<file path="config.mk">
export PLATFORM = sky130hd
export DESIGN_NAME = tile_warp_difference_setup_top_flat
export DESIGN_NICKNAME = d
export VERILOG_FILES = /design/src/twds_pkg.sv /design/src/twds_if.sv /design/src/twds_front.sv /design/src/twds_queue.sv /design/src/twds_back.sv /design/src/tile_warp_difference_setup_top.sv /design/src/flat_wrapper.sv
export SDC_FILE = /design/constraint.sdc
export NUM_CORES = 2
export LEC_CHECK = 0
export ABC_AREA = 1
export BUFFER_PORTS_ARGS = -buffer_cell sky130_fd_sc_hd__buf_2
export CAP_MARGIN = 20
export CORE_ASPECT_RATIO = 0.75
export CORE_MARGIN = 4
export CORE_UTILIZATION = 31
export CTS_CLUSTER_DIAMETER = 120
export DETAILED_ROUTE_END_ITERATION = 8
export SYNTH_ARGS = -nofsm -noshare
export SYNTH_HDL_FRONTEND = slang
export SYNTH_SLANG_ARGS = --single-unit
</file>
<file path="constraint.sdc">
create_clock -name clk -period 30 [get_ports clk]
set_input_delay 4.5 -clock clk [delete_from_list [all_inputs] [get_ports clk]]
set_output_delay 4.5 -clock clk [all_outputs]
set_load 0.1 [all_outputs]
</file>
<file path="src/twds_pkg.sv">
// ----------------------------------------------------------------------------
// twds_pkg
// Shared types, constants and the step program of the seed sequencer.
// ----------------------------------------------------------------------------
package twds_pkg;

  localparam int TILE_W_DEF       = 16;
  localparam int TILE_H_DEF       = 16;
  localparam int TILES_ACROSS_DEF = 64;
  localparam int TILES_DOWN_DEF   = 64;

  localparam int COORD_W   = 16;
  localparam int DATA_W    = 32;
  localparam int NUM_STEPS = 65;
  localparam int STEP_W    = 7;
  localparam int NUM_ACC   = 13;
  localparam int ACC_W     = 4;
  localparam int NUM_MONO  = 7;

  // Steps spent on the origin corner (all seeds plus its polynomial value)
  localparam logic [STEP_W-1:0] STEPS_ORIGIN = 7'd35;
  localparam logic [STEP_W-1:0] STEPS_POLY   = 7'd10;

  // Coefficient index row*4 + col
  localparam logic [3:0] K00 = 4'd0;
  localparam logic [3:0] K01 = 4'd1;
  localparam logic [3:0] K02 = 4'd2;
  localparam logic [3:0] K03 = 4'd3;
  localparam logic [3:0] K10 = 4'd4;
  localparam logic [3:0] K11 = 4'd5;
  localparam logic [3:0] K12 = 4'd6;
  localparam logic [3:0] K20 = 4'd8;
  localparam logic [3:0] K21 = 4'd9;
  localparam logic [3:0] K30 = 4'd12;

  // Accumulator slots
  localparam logic [ACC_W-1:0] D_P0 = 4'd0;
  localparam logic [ACC_W-1:0] D_P1 = 4'd1;
  localparam logic [ACC_W-1:0] D_P2 = 4'd2;
  localparam logic [ACC_W-1:0] D_P3 = 4'd3;
  localparam logic [ACC_W-1:0] D_Q0 = 4'd4;
  localparam logic [ACC_W-1:0] D_Q1 = 4'd5;
  localparam logic [ACC_W-1:0] D_Q2 = 4'd6;
  localparam logic [ACC_W-1:0] D_R0 = 4'd7;
  localparam logic [ACC_W-1:0] D_R1 = 4'd8;
  localparam logic [ACC_W-1:0] D_S0 = 4'd9;
  localparam logic [ACC_W-1:0] D_C1 = 4'd10;
  localparam logic [ACC_W-1:0] D_C2 = 4'd11;
  localparam logic [ACC_W-1:0] D_C3 = 4'd12;

  typedef enum logic [4:0] {
    F_ONE, F_TWO, F_SIX, F_X, F_Y, F_X2, F_Y2, F_XY, F_X3, F_Y3, F_X2Y, F_XY2,
    F_6X1, F_2Y, F_3X2, F_2X1, F_2XYY, F_2X, F_6Y1, F_2XYX, F_3Y2, F_2Y1
  } fac_t;

  typedef enum logic [2:0] {
    ST_IDLE, ST_MONO, ST_MAC, ST_DRAIN, ST_EMIT
  } state_t;

  typedef struct packed {
    logic               is_tile;
    logic [4:0]         addr;
    logic [DATA_W-1:0]  value;
    logic [COORD_W-1:0] x0;
    logic [COORD_W-1:0] x1;
    logic [COORD_W-1:0] y0;
    logic [COORD_W-1:0] y1;
  } cmd_t;

  typedef struct packed {
    logic [ACC_W-1:0] dest;
    logic [3:0]       coef;
    fac_t             fac;
  } step_t;

  function automatic step_t mk(logic [ACC_W-1:0] d, logic [3:0] c, fac_t f);
    step_t s;
    s.dest = d;
    s.coef = c;
    s.fac  = f;
    return s;
  endfunction

  function automatic step_t poly_step(logic [ACC_W-1:0] d, logic [3:0] k);
    step_t s;
    case (k)
      4'd0:    s = mk(d, K00, F_ONE);
      4'd1:    s = mk(d, K30, F_X3);
      4'd2:    s = mk(d, K03, F_Y3);
      4'd3:    s = mk(d, K21, F_X2Y);
      4'd4:    s = mk(d, K12, F_XY2);
      4'd5:    s = mk(d, K20, F_X2);
      4'd6:    s = mk(d, K11, F_XY);
      4'd7:    s = mk(d, K02, F_Y2);
      4'd8:    s = mk(d, K10, F_X);
      default: s = mk(d, K01, F_Y);
    endcase
    return s;
  endfunction

  // Step program: seeds and origin value, then the other three corners.
  function automatic step_t step_at(logic [STEP_W-1:0] n);
    step_t s;
    case (n)
      7'd0:  s = mk(D_P0, K30, F_SIX);
      7'd1:  s = mk(D_P1, K30, F_6X1);
      7'd2:  s = mk(D_P1, K21, F_2Y);
      7'd3:  s = mk(D_P1, K20, F_TWO);
      7'd4:  s = mk(D_P2, K30, F_3X2);
      7'd5:  s = mk(D_P2, K20, F_2X1);
      7'd6:  s = mk(D_P2, K21, F_2XYY);
      7'd7:  s = mk(D_P2, K12, F_Y2);
      7'd8:  s = mk(D_P2, K11, F_Y);
      7'd9:  s = mk(D_P2, K10, F_ONE);
      7'd10: s = mk(D_Q0, K03, F_SIX);
      7'd11: s = mk(D_Q1, K12, F_2X);
      7'd12: s = mk(D_Q1, K03, F_6Y1);
      7'd13: s = mk(D_Q1, K02, F_TWO);
      7'd14: s = mk(D_Q2, K21, F_X2);
      7'd15: s = mk(D_Q2, K12, F_2XYX);
      7'd16: s = mk(D_Q2, K03, F_3Y2);
      7'd17: s = mk(D_Q2, K11, F_X);
      7'd18: s = mk(D_Q2, K02, F_2Y1);
      7'd19: s = mk(D_Q2, K01, F_ONE);
      7'd20: s = mk(D_R0, K12, F_TWO);
      7'd21: s = mk(D_R1, K21, F_2X1);
      7'd22: s = mk(D_R1, K12, F_2Y1);
      7'd23: s = mk(D_R1, K11, F_ONE);
      7'd24: s = mk(D_S0, K21, F_TWO);
      default: begin
        if (n < 7'd35)      s = poly_step(D_P3, 4'(n - 7'd25));
        else if (n < 7'd45) s = poly_step(D_C1, 4'(n - 7'd35));
        else if (n < 7'd55) s = poly_step(D_C2, 4'(n - 7'd45));
        else                s = poly_step(D_C3, 4'(n - 7'd55));
      end
    endcase
    return s;
  endfunction

endpackage

</file>
<file path="src/twds_if.sv">
// ----------------------------------------------------------------------------
// twds_in_if / twds_out_if
// Request and result channels with valid/ready handshake.
// ----------------------------------------------------------------------------
interface twds_in_if;
  logic               valid;
  logic               ready;
  logic               op;
  logic               coeff_axis;
  logic [1:0]         coeff_row;
  logic [1:0]         coeff_col;
  logic signed [31:0] coeff_value;
  logic [5:0]         tile_x;
  logic [5:0]         tile_y;

  modport source(output valid, op, coeff_axis, coeff_row, coeff_col, coeff_value,
                 tile_x, tile_y, input ready);
  modport sink(input valid, op, coeff_axis, coeff_row, coeff_col, coeff_value,
               tile_x, tile_y, output ready);
endinterface

interface twds_out_if;
  logic               valid;
  logic               ready;
  logic               is_y_axis;
  logic signed [31:0] p_third_diff;
  logic signed [31:0] p_second_diff;
  logic signed [31:0] p_first_diff;
  logic signed [31:0] poly_value;
  logic signed [31:0] q_third_diff;
  logic signed [31:0] q_second_diff;
  logic signed [31:0] q_first_diff;
  logic signed [31:0] r_const_diff;
  logic signed [31:0] r_var_diff;
  logic signed [31:0] s_const_diff;
  logic signed [31:0] cache_start;

  modport source(output valid, is_y_axis, p_third_diff, p_second_diff, p_first_diff,
                 poly_value, q_third_diff, q_second_diff, q_first_diff, r_const_diff,
                 r_var_diff, s_const_diff, cache_start, input ready);
  modport sink(input valid, is_y_axis, p_third_diff, p_second_diff, p_first_diff,
               poly_value, q_third_diff, q_second_diff, q_first_diff, r_const_diff,
               r_var_diff, s_const_diff, cache_start, output ready);
endinterface

</file>
<file path="src/twds_front.sv">
// ----------------------------------------------------------------------------
// twds_front
// Classify a request into a table write or a tile command with corners.
// ----------------------------------------------------------------------------
module twds_front #(
  parameter int TILE_W       = twds_pkg::TILE_W_DEF,
  parameter int TILE_H       = twds_pkg::TILE_H_DEF,
  parameter int TILES_ACROSS = twds_pkg::TILES_ACROSS_DEF,
  parameter int TILES_DOWN   = twds_pkg::TILES_DOWN_DEF
) (
  input  logic              op,
  input  logic              coeff_axis,
  input  logic [1:0]        coeff_row,
  input  logic [1:0]        coeff_col,
  input  logic [31:0]       coeff_value,
  input  logic [5:0]        tile_x,
  input  logic [5:0]        tile_y,
  output twds_pkg::cmd_t    cmd
);
  localparam logic [15:0] TW    = 16'(TILE_W);
  localparam logic [15:0] TH    = 16'(TILE_H);
  localparam logic [15:0] LIM_X = 16'(TILES_ACROSS);
  localparam logic [15:0] LIM_Y = 16'(TILES_DOWN);

  logic [15:0] tx, ty, x0, y0;

  always_comb begin
    tx = {10'd0, tile_x};
    ty = {10'd0, tile_y};
    // clamp to the last tile
    if (tx >= LIM_X) tx = LIM_X - 16'd1;
    if (ty >= LIM_Y) ty = LIM_Y - 16'd1;
    x0 = 16'(tx * TW);
    y0 = 16'(ty * TH);
    cmd.is_tile = op;
    cmd.addr    = {coeff_axis, coeff_row, coeff_col};
    cmd.value   = coeff_value;
    cmd.x0      = x0;
    cmd.y0      = y0;
    cmd.x1      = x0 + TW - 16'd1;
    cmd.y1      = y0 + TH - 16'd1;
  end
endmodule

</file>
<file path="src/twds_queue.sv">
// ----------------------------------------------------------------------------
// twds_queue
// Two-entry command queue between front and back.
// ----------------------------------------------------------------------------
module twds_queue (
  input  logic            clk,
  input  logic            rst_n,
  input  logic            push_valid,
  output logic            push_ready,
  input  twds_pkg::cmd_t  push_data,
  output logic            pop_valid,
  input  logic            pop_ready,
  output twds_pkg::cmd_t  pop_data
);
  twds_pkg::cmd_t mem_r [2];
  logic           wr_ptr_r, rd_ptr_r;
  logic [1:0]     count_r;
  logic           do_push, do_pop;

  assign push_ready = (count_r != 2'd2);
  assign pop_valid  = (count_r != 2'd0);
  assign pop_data   = mem_r[rd_ptr_r];
  assign do_push    = push_valid && push_ready;
  assign do_pop     = pop_valid && pop_ready;

  always_ff @(posedge clk) begin
    if (!rst_n) begin
      wr_ptr_r <= 1'b0;
      rd_ptr_r <= 1'b0;
      count_r  <= 2'd0;
    end else begin
      if (do_push) wr_ptr_r <= ~wr_ptr_r;
      if (do_pop)  rd_ptr_r <= ~rd_ptr_r;
      count_r <= count_r + {1'b0, do_push} - {1'b0, do_pop};
    end
  end

  always_ff @(posedge clk) begin
    if (do_push) mem_r[wr_ptr_r] <= push_data;
  end
endmodule

</file>
<file path="src/twds_back.sv">
// ----------------------------------------------------------------------------
// twds_back
// Coefficient table and multiply-accumulate sequencer for the tile seeds.
// ----------------------------------------------------------------------------
module twds_back (
  input  logic            clk,
  input  logic            rst_n,
  input  logic            cmd_valid,
  output logic            cmd_ready,
  input  twds_pkg::cmd_t  cmd,
  twds_out_if.source      res
);
  twds_pkg::state_t state_r, state_nxt;
  logic             axis_r, axis_nxt;
  logic [1:0]       corner_r, corner_nxt;
  logic [2:0]       mstep_r, mstep_nxt;
  logic [twds_pkg::STEP_W-1:0] step_r, step_nxt;

  logic [15:0] x0_r, x1_r, y0_r, y1_r;
  logic [15:0] mx_r, my_r, mx2_r, my2_r, mxy_r, mx3_r, my3_r, mx2y_r, mxy2_r;

  logic [31:0] coef_r [32];
  logic [31:0] acc_r  [twds_pkg::NUM_ACC];
  logic [31:0] prod_r;
  logic [twds_pkg::ACC_W-1:0] pdest_r;
  logic        pvld_r;

  logic        out_valid_r, out_axis_r;
  logic [31:0] out_v_r [11];

  // control decoded by the sequencer
  logic        tbl_we, clr_acc, load_corner, mono_go, mac_go, emit;
  logic [twds_pkg::STEP_W-1:0] corner_end;

  twds_pkg::step_t st;
  logic [15:0] fac, ma, mb, mp;
  logic [31:0] coef_rd, best;
  logic [31:0] full_prod;

  function automatic logic [15:0] factor(twds_pkg::fac_t f, logic [15:0] x, logic [15:0] y,
                                         logic [15:0] x2, logic [15:0] y2, logic [15:0] xy,
                                         logic [15:0] x3, logic [15:0] y3, logic [15:0] x2y,
                                         logic [15:0] xy2);
    logic [15:0] r;
    case (f)
      twds_pkg::F_ONE:  r = 16'd1;
      twds_pkg::F_TWO:  r = 16'd2;
      twds_pkg::F_SIX:  r = 16'd6;
      twds_pkg::F_X:    r = x;
      twds_pkg::F_Y:    r = y;
      twds_pkg::F_X2:   r = x2;
      twds_pkg::F_Y2:   r = y2;
      twds_pkg::F_XY:   r = xy;
      twds_pkg::F_X3:   r = x3;
      twds_pkg::F_Y3:   r = y3;
      twds_pkg::F_X2Y:  r = x2y;
      twds_pkg::F_XY2:  r = xy2;
      twds_pkg::F_6X1:  r = 16'(x * 16'd6) + 16'd6;
      twds_pkg::F_2Y:   r = {y[14:0], 1'b0};
      twds_pkg::F_3X2:  r = 16'(x2 * 16'd3) + 16'(x * 16'd3) + 16'd1;
      twds_pkg::F_2X1:  r = {x[14:0], 1'b1};
      twds_pkg::F_2XYY: r = {xy[14:0], 1'b0} + y;
      twds_pkg::F_2X:   r = {x[14:0], 1'b0};
      twds_pkg::F_6Y1:  r = 16'(y * 16'd6) + 16'd6;
      twds_pkg::F_2XYX: r = {xy[14:0], 1'b0} + x;
      twds_pkg::F_3Y2:  r = 16'(y2 * 16'd3) + 16'(y * 16'd3) + 16'd1;
      twds_pkg::F_2Y1:  r = {y[14:0], 1'b1};
      default:          r = 16'd0;
    endcase
    return r;
  endfunction

  assign st         = twds_pkg::step_at(step_r);
  assign coef_rd    = coef_r[{axis_r, st.coef}];
  assign fac        = factor(st.fac, mx_r, my_r, mx2_r, my2_r, mxy_r, mx3_r, my3_r,
                             mx2y_r, mxy2_r);
  assign full_prod  = 32'($signed(fac) * $signed(coef_rd));
  assign corner_end = twds_pkg::STEPS_ORIGIN - 7'd1 +
                      7'(twds_pkg::STEPS_POLY * {5'd0, corner_r});

  // monomial multiplier operands
  always_comb begin
    case (mstep_r)
      3'd0:    begin ma = mx_r;  mb = mx_r; end
      3'd1:    begin ma = my_r;  mb = my_r; end
      3'd2:    begin ma = mx_r;  mb = my_r; end
      3'd3:    begin ma = mx2_r; mb = mx_r; end
      3'd4:    begin ma = my2_r; mb = my_r; end
      3'd5:    begin ma = mx2_r; mb = my_r; end
      default: begin ma = mx_r;  mb = my2_r; end
    endcase
    mp = 16'(ma * mb);
  end

  // cache start: earliest corner kept on equal integer parts
  always_comb begin
    best = acc_r[twds_pkg::D_P3];
    if ($signed(acc_r[twds_pkg::D_C1][31:16]) < $signed(best[31:16]))
      best = acc_r[twds_pkg::D_C1];
    if ($signed(acc_r[twds_pkg::D_C2][31:16]) < $signed(best[31:16]))
      best = acc_r[twds_pkg::D_C2];
    if ($signed(acc_r[twds_pkg::D_C3][31:16]) < $signed(best[31:16]))
      best = acc_r[twds_pkg::D_C3];
  end

  always_comb begin
    state_nxt   = state_r;
    axis_nxt    = axis_r;
    corner_nxt  = corner_r;
    mstep_nxt   = mstep_r;
    step_nxt    = step_r;
    cmd_ready   = 1'b0;
    tbl_we      = 1'b0;
    clr_acc     = 1'b0;
    load_corner = 1'b0;
    mono_go     = 1'b0;
    mac_go      = 1'b0;
    emit        = 1'b0;
    case (state_r)
      twds_pkg::ST_IDLE: begin
        cmd_ready = 1'b1;
        if (cmd_valid) begin
          if (cmd.is_tile) begin
            state_nxt   = twds_pkg::ST_MONO;
            axis_nxt    = 1'b0;
            corner_nxt  = 2'd0;
            mstep_nxt   = 3'd0;
            step_nxt    = '0;
            clr_acc     = 1'b1;
            load_corner = 1'b1;
          end else begin
            tbl_we = 1'b1;
          end
        end
      end
      twds_pkg::ST_MONO: begin
        mono_go   = 1'b1;
        mstep_nxt = mstep_r + 3'd1;
        if (mstep_r == 3'(twds_pkg::NUM_MONO - 1)) state_nxt = twds_pkg::ST_MAC;
      end
      twds_pkg::ST_MAC: begin
        mac_go   = 1'b1;
        step_nxt = step_r + 7'd1;
        if (step_r == corner_end) begin
          if (corner_r == 2'd3) begin
            state_nxt = twds_pkg::ST_DRAIN;
          end else begin
            state_nxt   = twds_pkg::ST_MONO;
            corner_nxt  = corner_r + 2'd1;
            mstep_nxt   = 3'd0;
            load_corner = 1'b1;
          end
        end
      end
      twds_pkg::ST_DRAIN: begin
        state_nxt = twds_pkg::ST_EMIT;
      end
      twds_pkg::ST_EMIT: begin
        if (!out_valid_r || res.ready) begin
          emit = 1'b1;
          if (!axis_r) begin
            state_nxt   = twds_pkg::ST_MONO;
            axis_nxt    = 1'b1;
            corner_nxt  = 2'd0;
            mstep_nxt   = 3'd0;
            step_nxt    = '0;
            clr_acc     = 1'b1;
            load_corner = 1'b1;
          end else begin
            state_nxt = twds_pkg::ST_IDLE;
          end
        end
      end
      default: state_nxt = twds_pkg::ST_IDLE;
    endcase
  end

  always_ff @(posedge clk) begin
    if (!rst_n) begin
      state_r     <= twds_pkg::ST_IDLE;
      axis_r      <= 1'b0;
      corner_r    <= 2'd0;
      mstep_r     <= 3'd0;
      step_r      <= '0;
      pvld_r      <= 1'b0;
      out_valid_r <= 1'b0;
      for (int i = 0; i < 32; i++) coef_r[i] <= '0;
    end else begin
      state_r  <= state_nxt;
      axis_r   <= axis_nxt;
      corner_r <= corner_nxt;
      mstep_r  <= mstep_nxt;
      step_r   <= step_nxt;
      pvld_r   <= mac_go;
      if (tbl_we) coef_r[cmd.addr] <= cmd.value;
      if (emit)                   out_valid_r <= 1'b1;
      else if (res.ready)         out_valid_r <= 1'b0;
    end
  end

  // datapath registers
  always_ff @(posedge clk) begin
    if (cmd_valid && cmd_ready && cmd.is_tile) begin
      x0_r <= cmd.x0;
      x1_r <= cmd.x1;
      y0_r <= cmd.y0;
      y1_r <= cmd.y1;
    end
    if (load_corner) begin
      // upper left, upper right, lower left, lower right
      if (state_r == twds_pkg::ST_IDLE) begin
        mx_r <= cmd.x0;
        my_r <= cmd.y0;
      end else begin
        mx_r <= corner_nxt[0] ? x1_r : x0_r;
        my_r <= corner_nxt[1] ? y1_r : y0_r;
      end
    end
    if (mono_go) begin
      case (mstep_r)
        3'd0:    mx2_r  <= mp;
        3'd1:    my2_r  <= mp;
        3'd2:    mxy_r  <= mp;
        3'd3:    mx3_r  <= mp;
        3'd4:    my3_r  <= mp;
        3'd5:    mx2y_r <= mp;
        default: mxy2_r <= mp;
      endcase
    end
    if (mac_go) begin
      prod_r  <= full_prod;
      pdest_r <= st.dest;
    end
    if (clr_acc) begin
      for (int i = 0; i < twds_pkg::NUM_ACC; i++) acc_r[i] <= '0;
    end else if (pvld_r) begin
      acc_r[pdest_r] <= acc_r[pdest_r] + prod_r;
    end
    if (emit) begin
      out_axis_r  <= axis_r;
      out_v_r[0]  <= acc_r[twds_pkg::D_P0];
      out_v_r[1]  <= acc_r[twds_pkg::D_P1];
      out_v_r[2]  <= acc_r[twds_pkg::D_P2];
      out_v_r[3]  <= acc_r[twds_pkg::D_P3];
      out_v_r[4]  <= acc_r[twds_pkg::D_Q0];
      out_v_r[5]  <= acc_r[twds_pkg::D_Q1];
      out_v_r[6]  <= acc_r[twds_pkg::D_Q2];
      out_v_r[7]  <= acc_r[twds_pkg::D_R0];
      out_v_r[8]  <= acc_r[twds_pkg::D_R1];
      out_v_r[9]  <= acc_r[twds_pkg::D_S0];
      out_v_r[10] <= best;
    end
  end

  assign res.valid         = out_valid_r;
  assign res.is_y_axis     = out_axis_r;
  assign res.p_third_diff  = out_v_r[0];
  assign res.p_second_diff = out_v_r[1];
  assign res.p_first_diff  = out_v_r[2];
  assign res.poly_value    = out_v_r[3];
  assign res.q_third_diff  = out_v_r[4];
  assign res.q_second_diff = out_v_r[5];
  assign res.q_first_diff  = out_v_r[6];
  assign res.r_const_diff  = out_v_r[7];
  assign res.r_var_diff    = out_v_r[8];
  assign res.s_const_diff  = out_v_r[9];
  assign res.cache_start   = out_v_r[10];
endmodule

</file>
<file path="src/tile_warp_difference_setup_top.sv">
// ----------------------------------------------------------------------------
// tile_warp_difference_setup_top
// Forward-difference seed setup for a cubic X/Y warp, per tile.
// ----------------------------------------------------------------------------
// Usage:
//   in_ch carries requests. op = 0 writes one signed 16.16 coefficient of the
//   X or Y cubic mapping into a 32-entry table and returns nothing.
//   op = 1 names a tile; the block returns two results on out_ch, X axis
//   first, then Y axis (is_y_axis high marks the last of the pair).
//   Requests pass a classifier into a two-entry command queue, so in_ch
//   keeps taking requests while the back end computes or out_ch stalls.
//   Coefficient writes retire one per cycle while the back end is idle. A
//   tile runs on one shared 16x32 multiply-accumulate unit: per axis 4
//   corners x 7 monomial steps plus 65 accumulate steps, then a drain
//   step and an emit step; the tile command is taken once for both axes.
//   A stalled out_ch holds the result register; the back end waits in its
//   emit step and the queue fills, then in_ch.ready drops.
//   Reset (rst_n low, synchronous) clears the table to zero, empties the
//   queue and drops out_ch.valid.
// ----------------------------------------------------------------------------
module tile_warp_difference_setup_top #(
  parameter int TILE_W       = twds_pkg::TILE_W_DEF,
  parameter int TILE_H       = twds_pkg::TILE_H_DEF,
  parameter int TILES_ACROSS = twds_pkg::TILES_ACROSS_DEF,
  parameter int TILES_DOWN   = twds_pkg::TILES_DOWN_DEF
) (
  input  logic        clk,
  input  logic        rst_n,
  twds_in_if.sink     in_ch,
  twds_out_if.source  out_ch
);
  twds_pkg::cmd_t front_cmd, queue_cmd;
  logic           queue_valid, queue_ready;

  // classify the request: table write or tile with corner coordinates
  twds_front #(
    .TILE_W       (TILE_W),
    .TILE_H       (TILE_H),
    .TILES_ACROSS (TILES_ACROSS),
    .TILES_DOWN   (TILES_DOWN)
  ) u_front (
    .op          (in_ch.op),
    .coeff_axis  (in_ch.coeff_axis),
    .coeff_row   (in_ch.coeff_row),
    .coeff_col   (in_ch.coeff_col),
    .coeff_value (in_ch.coeff_value),
    .tile_x      (in_ch.tile_x),
    .tile_y      (in_ch.tile_y),
    .cmd         (front_cmd)
  );

  // decouple request intake from the sequencer
  twds_queue u_queue (
    .clk        (clk),
    .rst_n      (rst_n),
    .push_valid (in_ch.valid),
    .push_ready (in_ch.ready),
    .push_data  (front_cmd),
    .pop_valid  (queue_valid),
    .pop_ready  (queue_ready),
    .pop_data   (queue_cmd)
  );

  // table writes and seed computation, in request order
  twds_back u_back (
    .clk       (clk),
    .rst_n     (rst_n),
    .cmd_valid (queue_valid),
    .cmd_ready (queue_ready),
    .cmd       (queue_cmd),
    .res       (out_ch)
  );
endmodule
</file>
<file path="src/flat_wrapper.sv">
// flat-port wrapper written by rule: the top's interface ports become plain ports
module tile_warp_difference_setup_top_flat 
#(
  parameter int TILE_W       = twds_pkg::TILE_W_DEF,
  parameter int TILE_H       = twds_pkg::TILE_H_DEF,
  parameter int TILES_ACROSS = twds_pkg::TILES_ACROSS_DEF,
  parameter int TILES_DOWN   = twds_pkg::TILES_DOWN_DEF
)
  (clk, rst_n, in_ch_valid, in_ch_op, in_ch_coeff_axis, in_ch_coeff_row, in_ch_coeff_col, in_ch_coeff_value, in_ch_tile_x, in_ch_tile_y, in_ch_ready, out_ch_valid, out_ch_is_y_axis, out_ch_p_third_diff, out_ch_p_second_diff, out_ch_p_first_diff, out_ch_poly_value, out_ch_q_third_diff, out_ch_q_second_diff, out_ch_q_first_diff, out_ch_r_const_diff, out_ch_r_var_diff, out_ch_s_const_diff, out_ch_cache_start, out_ch_ready);
  twds_in_if in_ch_i ();
  twds_out_if out_ch_i ();
  input  logic clk;
  input  logic rst_n;
  input wire logic [$bits(in_ch_i.valid)-1:0] in_ch_valid;
  input wire logic [$bits(in_ch_i.op)-1:0] in_ch_op;
  input wire logic [$bits(in_ch_i.coeff_axis)-1:0] in_ch_coeff_axis;
  input wire logic [$bits(in_ch_i.coeff_row)-1:0] in_ch_coeff_row;
  input wire logic [$bits(in_ch_i.coeff_col)-1:0] in_ch_coeff_col;
  input wire logic [$bits(in_ch_i.coeff_value)-1:0] in_ch_coeff_value;
  input wire logic [$bits(in_ch_i.tile_x)-1:0] in_ch_tile_x;
  input wire logic [$bits(in_ch_i.tile_y)-1:0] in_ch_tile_y;
  output wire logic [$bits(in_ch_i.ready)-1:0] in_ch_ready;
  output wire logic [$bits(out_ch_i.valid)-1:0] out_ch_valid;
  output wire logic [$bits(out_ch_i.is_y_axis)-1:0] out_ch_is_y_axis;
  output wire logic [$bits(out_ch_i.p_third_diff)-1:0] out_ch_p_third_diff;
  output wire logic [$bits(out_ch_i.p_second_diff)-1:0] out_ch_p_second_diff;
  output wire logic [$bits(out_ch_i.p_first_diff)-1:0] out_ch_p_first_diff;
  output wire logic [$bits(out_ch_i.poly_value)-1:0] out_ch_poly_value;
  output wire logic [$bits(out_ch_i.q_third_diff)-1:0] out_ch_q_third_diff;
  output wire logic [$bits(out_ch_i.q_second_diff)-1:0] out_ch_q_second_diff;
  output wire logic [$bits(out_ch_i.q_first_diff)-1:0] out_ch_q_first_diff;
  output wire logic [$bits(out_ch_i.r_const_diff)-1:0] out_ch_r_const_diff;
  output wire logic [$bits(out_ch_i.r_var_diff)-1:0] out_ch_r_var_diff;
  output wire logic [$bits(out_ch_i.s_const_diff)-1:0] out_ch_s_const_diff;
  output wire logic [$bits(out_ch_i.cache_start)-1:0] out_ch_cache_start;
  input wire logic [$bits(out_ch_i.ready)-1:0] out_ch_ready;
  assign in_ch_i.valid = in_ch_valid;
  assign in_ch_i.op = in_ch_op;
  assign in_ch_i.coeff_axis = in_ch_coeff_axis;
  assign in_ch_i.coeff_row = in_ch_coeff_row;
  assign in_ch_i.coeff_col = in_ch_coeff_col;
  assign in_ch_i.coeff_value = in_ch_coeff_value;
  assign in_ch_i.tile_x = in_ch_tile_x;
  assign in_ch_i.tile_y = in_ch_tile_y;
  assign in_ch_ready = in_ch_i.ready;
  assign out_ch_valid = out_ch_i.valid;
  assign out_ch_is_y_axis = out_ch_i.is_y_axis;
  assign out_ch_p_third_diff = out_ch_i.p_third_diff;
  assign out_ch_p_second_diff = out_ch_i.p_second_diff;
  assign out_ch_p_first_diff = out_ch_i.p_first_diff;
  assign out_ch_poly_value = out_ch_i.poly_value;
  assign out_ch_q_third_diff = out_ch_i.q_third_diff;
  assign out_ch_q_second_diff = out_ch_i.q_second_diff;
  assign out_ch_q_first_diff = out_ch_i.q_first_diff;
  assign out_ch_r_const_diff = out_ch_i.r_const_diff;
  assign out_ch_r_var_diff = out_ch_i.r_var_diff;
  assign out_ch_s_const_diff = out_ch_i.s_const_diff;
  assign out_ch_cache_start = out_ch_i.cache_start;
  assign out_ch_i.ready = out_ch_ready;
  tile_warp_difference_setup_top #(.TILE_W(TILE_W), .TILE_H(TILE_H), .TILES_ACROSS(TILES_ACROSS), .TILES_DOWN(TILES_DOWN)) u_core (.clk(clk), .rst_n(rst_n), .in_ch(in_ch_i), .out_ch(out_ch_i));
endmodule
</file>
---- Word-level counts from Yosys, hierarchy flattened ----
Memories as Yosys holds them, arrays and structs flattened. A register that Yosys moved wholly into a read port is not among the register bits.
Cells that the tools add are included.
word-level totals
  input port bits ......................... 54
  memories kept ........................... 8
  logic and storage cells ................. 256
  bits in read-only memories .............. 512
  register bits after elaboration ......... 267
  bits in writable memories ............... 1956
  output and inout port bits .............. 355
cells by class
  muxes and demuxes ....................... 85
  add/subtract/negate cells ............... 23
  eq/ne operators ......................... 65
  bitwise operators ....................... 3
  reductions and logical operators ........ 31
  multiply operators ...................... 9
  magnitude comparators ................... 6
memories
  name                   depth  width  read ports  clocked after memory_dff  wr ports  RTL line          text
  u_core.u_back.coef_r   32     32     1           0                         32        twds_back.sv:22   logic [31:0] coef_r [32];
  u_core.u_back.acc_r    13     32     14          1                         13        twds_back.sv:23   logic [31:0] acc_r [twds_pkg::NUM_ACC];
  u_core.u_back.out_v_r  11     32     11          0                         11        twds_back.sv:29   logic [31:0] out_v_r [11];
  u_core.u_queue.mem_r   2      82     1           1                         1         twds_queue.sv:15  twds_pkg::cmd_t mem_r [2];
  (no name shown)        16     8      1           0                         0         twds_pkg.sv:86    case (k)
  (no name shown)        16     8      1           0                         0         twds_pkg.sv:86
  +2 memories            n/a    n/a    n/a         n/a                       n/a       n/a
operator list
  operator                 number
  $pmux W16 S22            1
  $pmux W13 S25            1
  $mux W32                 5
  $add A16 B16 Y16         4
  $mul A16 B2 Y16 const B  4
  $mux W16                 4
  $reduce_or A32 Y1        2
  $eq A7 B5 Y1 const B     9
  $eq A7 B4 Y1 const B     8
  $lt A16 B16 Y1           3
  $pmux W16 S3             1
  $eq A5 B4 Y1 const B     8
  $mux W13                 3
  $mux W1                  37
  $mux W3                  11
  $add A16 B1 Y16 const B  2
  $add A16 B3 Y16 const B  2
  $add A32 B32 Y32         1
  $mul A16 B2 Y15 const B  2
  $mul A16 B32 Y32         1
  $pmux W16 S2             1
  $eq A5 B5 Y1 const B     6
  $eq A7 B3 Y1 const B     4
  $mux W7                  4
  other kinds (52)         98

---- Logic depth before layout (Yosys ltp) ----
An unclocked memory read counts as a cell.
  depth in word-level cells ............... 9
  gate-level depth with buffers ........... 69
  gate-level depth less buffers ........... 68

---- By module ----
From an unflattened synthesis, not the netlist that was laid out.
unflattened totals
  cells, all modules ...................... 11874
  area, all modules ....................... 124081.5 sq um
by module, submodules not included
  module      area an instance (sq um)  times used  cells each
  twds_back   115385.7                  1           11417
  twds_queue  7922.6                    1           353
  twds_front  773.2                     1           104

---- Least setup slack after synthesis ----
Ideal clock, no wire load.
  path type ............................... input -> register
  start point ............................. in out_ch_ready
  end point ............................... mem u_core.u_back.acc_r[5][0] (enable)
  path buffers ............................ 1
  data required time ...................... 29.508 ns
  setup slack ............................. 6.101 ns
  library setup time ...................... 0.492 ns
  arrival time ............................ 23.406 ns
  cell stages on the path ................. 10
  cells stage by stage .................... nor2_1 nor2_1 a21oi_1 nand2_1 inv_1 nand2_1 inv_1 nand2_1 clkbuf_1 nand2_1
RTL lines
  what         RTL line            text
  from (decl)  flat_wrapper.sv:36  input wire logic [$bits(out_ch_i.ready)-1:0] out_ch_ready;
  to (decl)    twds_back.sv:23

---- Worst setup path in the final report ----
  start point ............................. reg u_core.u_back.step_r[3] in the netlist's numbering
  end point ............................... reg u_core.u_back.prod_r[31] (data pin)
on the way
  longest elaborated chain between the ends .. 9
  elaborated cells on any way between the ends .. 65
  those cells by class .................... 4 x add/sub; 1 x mul; 3 x order compare; 45 x eq/ne; 5 x mux; 2 x reduce/logical; 5 x memory
ends and longest elaborated chain
  what                                                                     RTL line                          text
  from (decl)                                                              twds_back.sv:17                   logic [twds_pkg::STEP_W-1:0] step_r, step_nxt;
  from (signal assigned)                                                   twds_back.sv:193                  step_r <= step_nxt;
  $sub A4 B3 Y4 or $sub A4 B4 Y4 (tied branches)                           twds_pkg.sv:134, twds_pkg.sv:133
  $mem_v2 Z16 W8                                                           n/a
  $mux W13                                                                 twds_pkg.sv:133                   else if (n < 7'd55) s = poly_step(D_C2, 4'(n - 7'd45));
  $mux W13                                                                 twds_pkg.sv:132                   else if (n < 7'd45) s = poly_step(D_C1, 4'(n - 7'd35));
  $mux W13                                                                 twds_pkg.sv:131                   if (n < 7'd35) s = poly_step(D_P3, 4'(n - 7'd25));
  $pmux W13 S25 (*)                                                        twds_pkg.sv:104                   case (n)
  parallel branches: the longest is 2 deep, another holds $mem_v2 Z32 W32  n/a
  $mul A16 B32 Y32 (*)                                                     twds_back.sv:77                   assign full_prod = 32'($signed(fac) * $signed(coef_rd));
  net u_core.u_back.full_prod[31]                                          twds_back.sv:38                   logic [31:0] full_prod;
  to (signal assigned)                                                     twds_back.sv:231                  prod_r <= full_prod;
  to (decl)                                                                twds_back.sv:24                   logic [31:0] prod_r;
Mark *: on every way through the listed nets, which the timed path passes.
A chain may end at the register's enable or synchronous reset.

==> summary.txt <==
DR WL/cell -> 22.6 um
RSZ-0062 raised after global routing -> no
die height -> 537 um
total CTS buffers -> 228
synthesized area per cell -> 10.3 um2
r2r setup slk -> 16820 ps
worst hold start -> u_core.u_back.acc_r[5][27]$_SDFFCE_PN0P_
Worst Hold End -> u_core.u_back.out_v_r[5][27]$_DFFE_PP_
f_max -> 75.9 MHz
Hold Crit Class -> reg -> reg
PortBufs -> 408
boundary pin count -> 409
ys async rst share -> 0%
hold depth -> 0
root buffer cell -> clkbuf_16
Tcrit/Tclk final -> 43.9%
Worst Path Class, Setup -> reg -> reg
Yosys warning count -> 0
max-cap viol count -> 0
Area growth syn-to-layout -> 13.0%
TritonRoute pass-1 iters -> 8
initial antenna violation count -> 19
Avg Vias per Cell -> 5.11
layout cells sized above 1 -> 10.0%
Max Root-Sink Buffers -> 4
final setup vio count -> 0
post-CTS sizing -> 0
Die X -> 713 um
Top cell by count, worst path -> nand2_1
setup tns final -> 0 ps
worst skew pair latency -> 940 ps
CP max FO -> 20
initial drt markers -> 10800
sequential area share after synthesis -> 56.7%
die area -> 383000 um2
GP Congestion -> 0.960
CORE AREA -> 370000 um2
Mapped Cells -> 11200
starting density of the core -> 31.2%
main flop type after synthesis -> edfxtp_1
Final Hold Fails -> 0
Synth Cell Area -> 116000 um2
status -> complete, no violations
Final HPWL DP -> 249 mm
clock sink total -> 2190
antenna-violating nets left -> 0
CP required -> 30660 ps
Rel. slew slack -> 11.0%
CP max stage cell -> dfxtp_1
synthesized net count -> 12000
CTS tree -> done
Max Transition Viols Final -> 0
RR Startpoint -> u_core.u_back.step_r[3]$_SDFFE_PN0P_
Global Route Usage Sum -> 19.0%
Setup Buffers After CTS -> 0
Setup Skew -> 141 ps
number of synthesized flops with an enable pin -> 2163
Post-Place Setup Slack -> 17080 ps
Worst-path clk slew -> 70 ps
critical path's largest stage delay -> 850 ps
critical path launch point type -> flip-flop
number of global-route vias before repair -> 79900
Synth top area share -> 56.2%
DRC -> 0
H-tree Lvls -> 4
row count -> 193
Slew @ Worst Pin -> 1320 ps
r2r worst-path depth -> 53
cts hold-fix bufs -> 0
final worst path period need -> 13180 ps
Via Count -> 84700
first-pass GRT wire length -> 549 mm
final WL -> 375 mm
Commonest cells post-synth -> nor2_1, edfxtp_1, nand2_1, inv_1, nand3_1
R2R Path End -> u_core.u_back.prod_r[31]$_DFFE_PP_
final worst slack -> 16820 ps
critical path arrival -> 13840 ps
crit path capture type -> flip-flop
Seq cells post-synth -> 2190
Final nets -> 12200
Yosys top cell by area -> edfxtp_1
largest net degree at the start of global routing -> 149
GRT Residual Overflow -> 0
count of different cell masters after synthesis -> 67
dominant cells by area after synthesis -> edfxtp_1, fa_1, nor2_1
count leader, synth -> nor2_1
## registers in the layout (all words and copies together) (netlist names), 32 cells and up, named ones only
signal / flops
u_core.u_back.prod_r: 32
u_core.u_queue.mem_r: 100
u_core.u_back.acc_r: 512
u_core.u_back.coef_r: 1024
u_core.u_back.out_v_r: 352
## logic make-up (layout without fill, tap and decap cells)
family,Yosys count,in the layout,synth area share (%)
xor+xnor,143,143,1.10
fa+ha+maj,731,731,10.7
simple gates,4917,4917,17.3
flops,2190,2190,56.7
other cells,0,4,0
buf+inv,1690,2056,5.85
compound gates,1417,1417,7.03
mux,155,155,1.34
## stage by stage
step	hold WS, ps	instances	utilization, %	area [um2]
after floorplan	421	11200	-	116000
after global placement	424	16200	33.3	123000
after detailed placement	427	16200	33.3	123000
after CTS	417	16600	35.3	131000
after global routing	435	16600	35.3	131000
final	418	16600	35.3	131000
## worst max-delay path by stage
| stage | from | endpoint | depth (start not counted) |
|---|---|---|---|
| 5_1_grt | u_core.u_back.step_r[2]$_SDFFE_PN0P_ | u_core.u_back.prod_r[30]$_DFFE_PP_ | 46 |
| 6_report | u_core.u_back.step_r[3]$_SDFFE_PN0P_ | u_core.u_back.prod_r[31]$_DFFE_PP_ | 53 |
| 3_5_place_dp | u_core.u_back.step_r[2]$_SDFFE_PN0P_ | u_core.u_back.prod_r[31]$_DFFE_PP_ | 52 |
| 4_1_cts | u_core.u_back.step_r[2]$_SDFFE_PN0P_ | u_core.u_back.prod_r[30]$_DFFE_PP_ | 45 |
| 2_1_floorplan | out_ch_ready | u_core.u_back.acc_r[5][0]$_SDFFCE_PN0P_ | 10 |
| 3_3_place_gp | u_core.u_back.step_r[0]$_SDFFE_PN0P_ | u_core.u_back.prod_r[31]$_DFFE_PP_ | 56 |
## worst max-delay path, delay by kind of cell (launching register included)
kind	cells	cell delay [ps]
simple gates	26	4490
fa+ha+maj	8	3650
compound gates	9	2090
buf+inv	9	1620
flops	1	850
xor+xnor	1	200
## routing by layer
layer	share of wire (%)	vias up	wire (um)	track usage (%)
met4	2.4	8	8960	4.53
met2	42	4241	159000	27.7
met5	0.011	-	43	0
li1	-	38200	-	-
met1	45	41900	167000	28.6
met3	11	457	40600	3.95
## placed cells by master (no fill, tap or decap), types with 36 or more instances in the layout
cell type	instances
o211ai_1	85
inv_2	39
buf_2	409
o221ai_1	55
ha_1	309
o21ai_0	667
clkinv_1	59
nor2_1	2186
inv_1	963
xnor2_1	48
clkbuf_1	47
o22ai_1	97
buf_4	208
o22a_1	43
a21oi_1	337
nand2_1	1735
fa_1	422
nor3_1	38
clkbuf_16	229
edfxtp_1	2163
clkinv_2	36
nand2_2	41
nand3_1	771
mux2i_1	123
xor2_1	94
## area by class of cell
| cell class | count | area (um2) |
|---|---|---|
| Fill cell | 36900 | 239000 |
| Sequential cell | 2190 | 65500 |
| Multi-Input combinational cell | 7363 | 43900 |
| Tap cell | 4972 | 6220 |
| Clock buffer | 276 | 5910 |
| Timing Repair Buffer | 628 | 3820 |
| Inverter | 1014 | 3810 |
| Clock inverter | 138 | 1460 |
| Antenna cell | 4 | 10.0 |
Power is left out: the tool's default activity adds up to more than one toggle a clock period on the data nets, which glitch-free logic cannot reach.
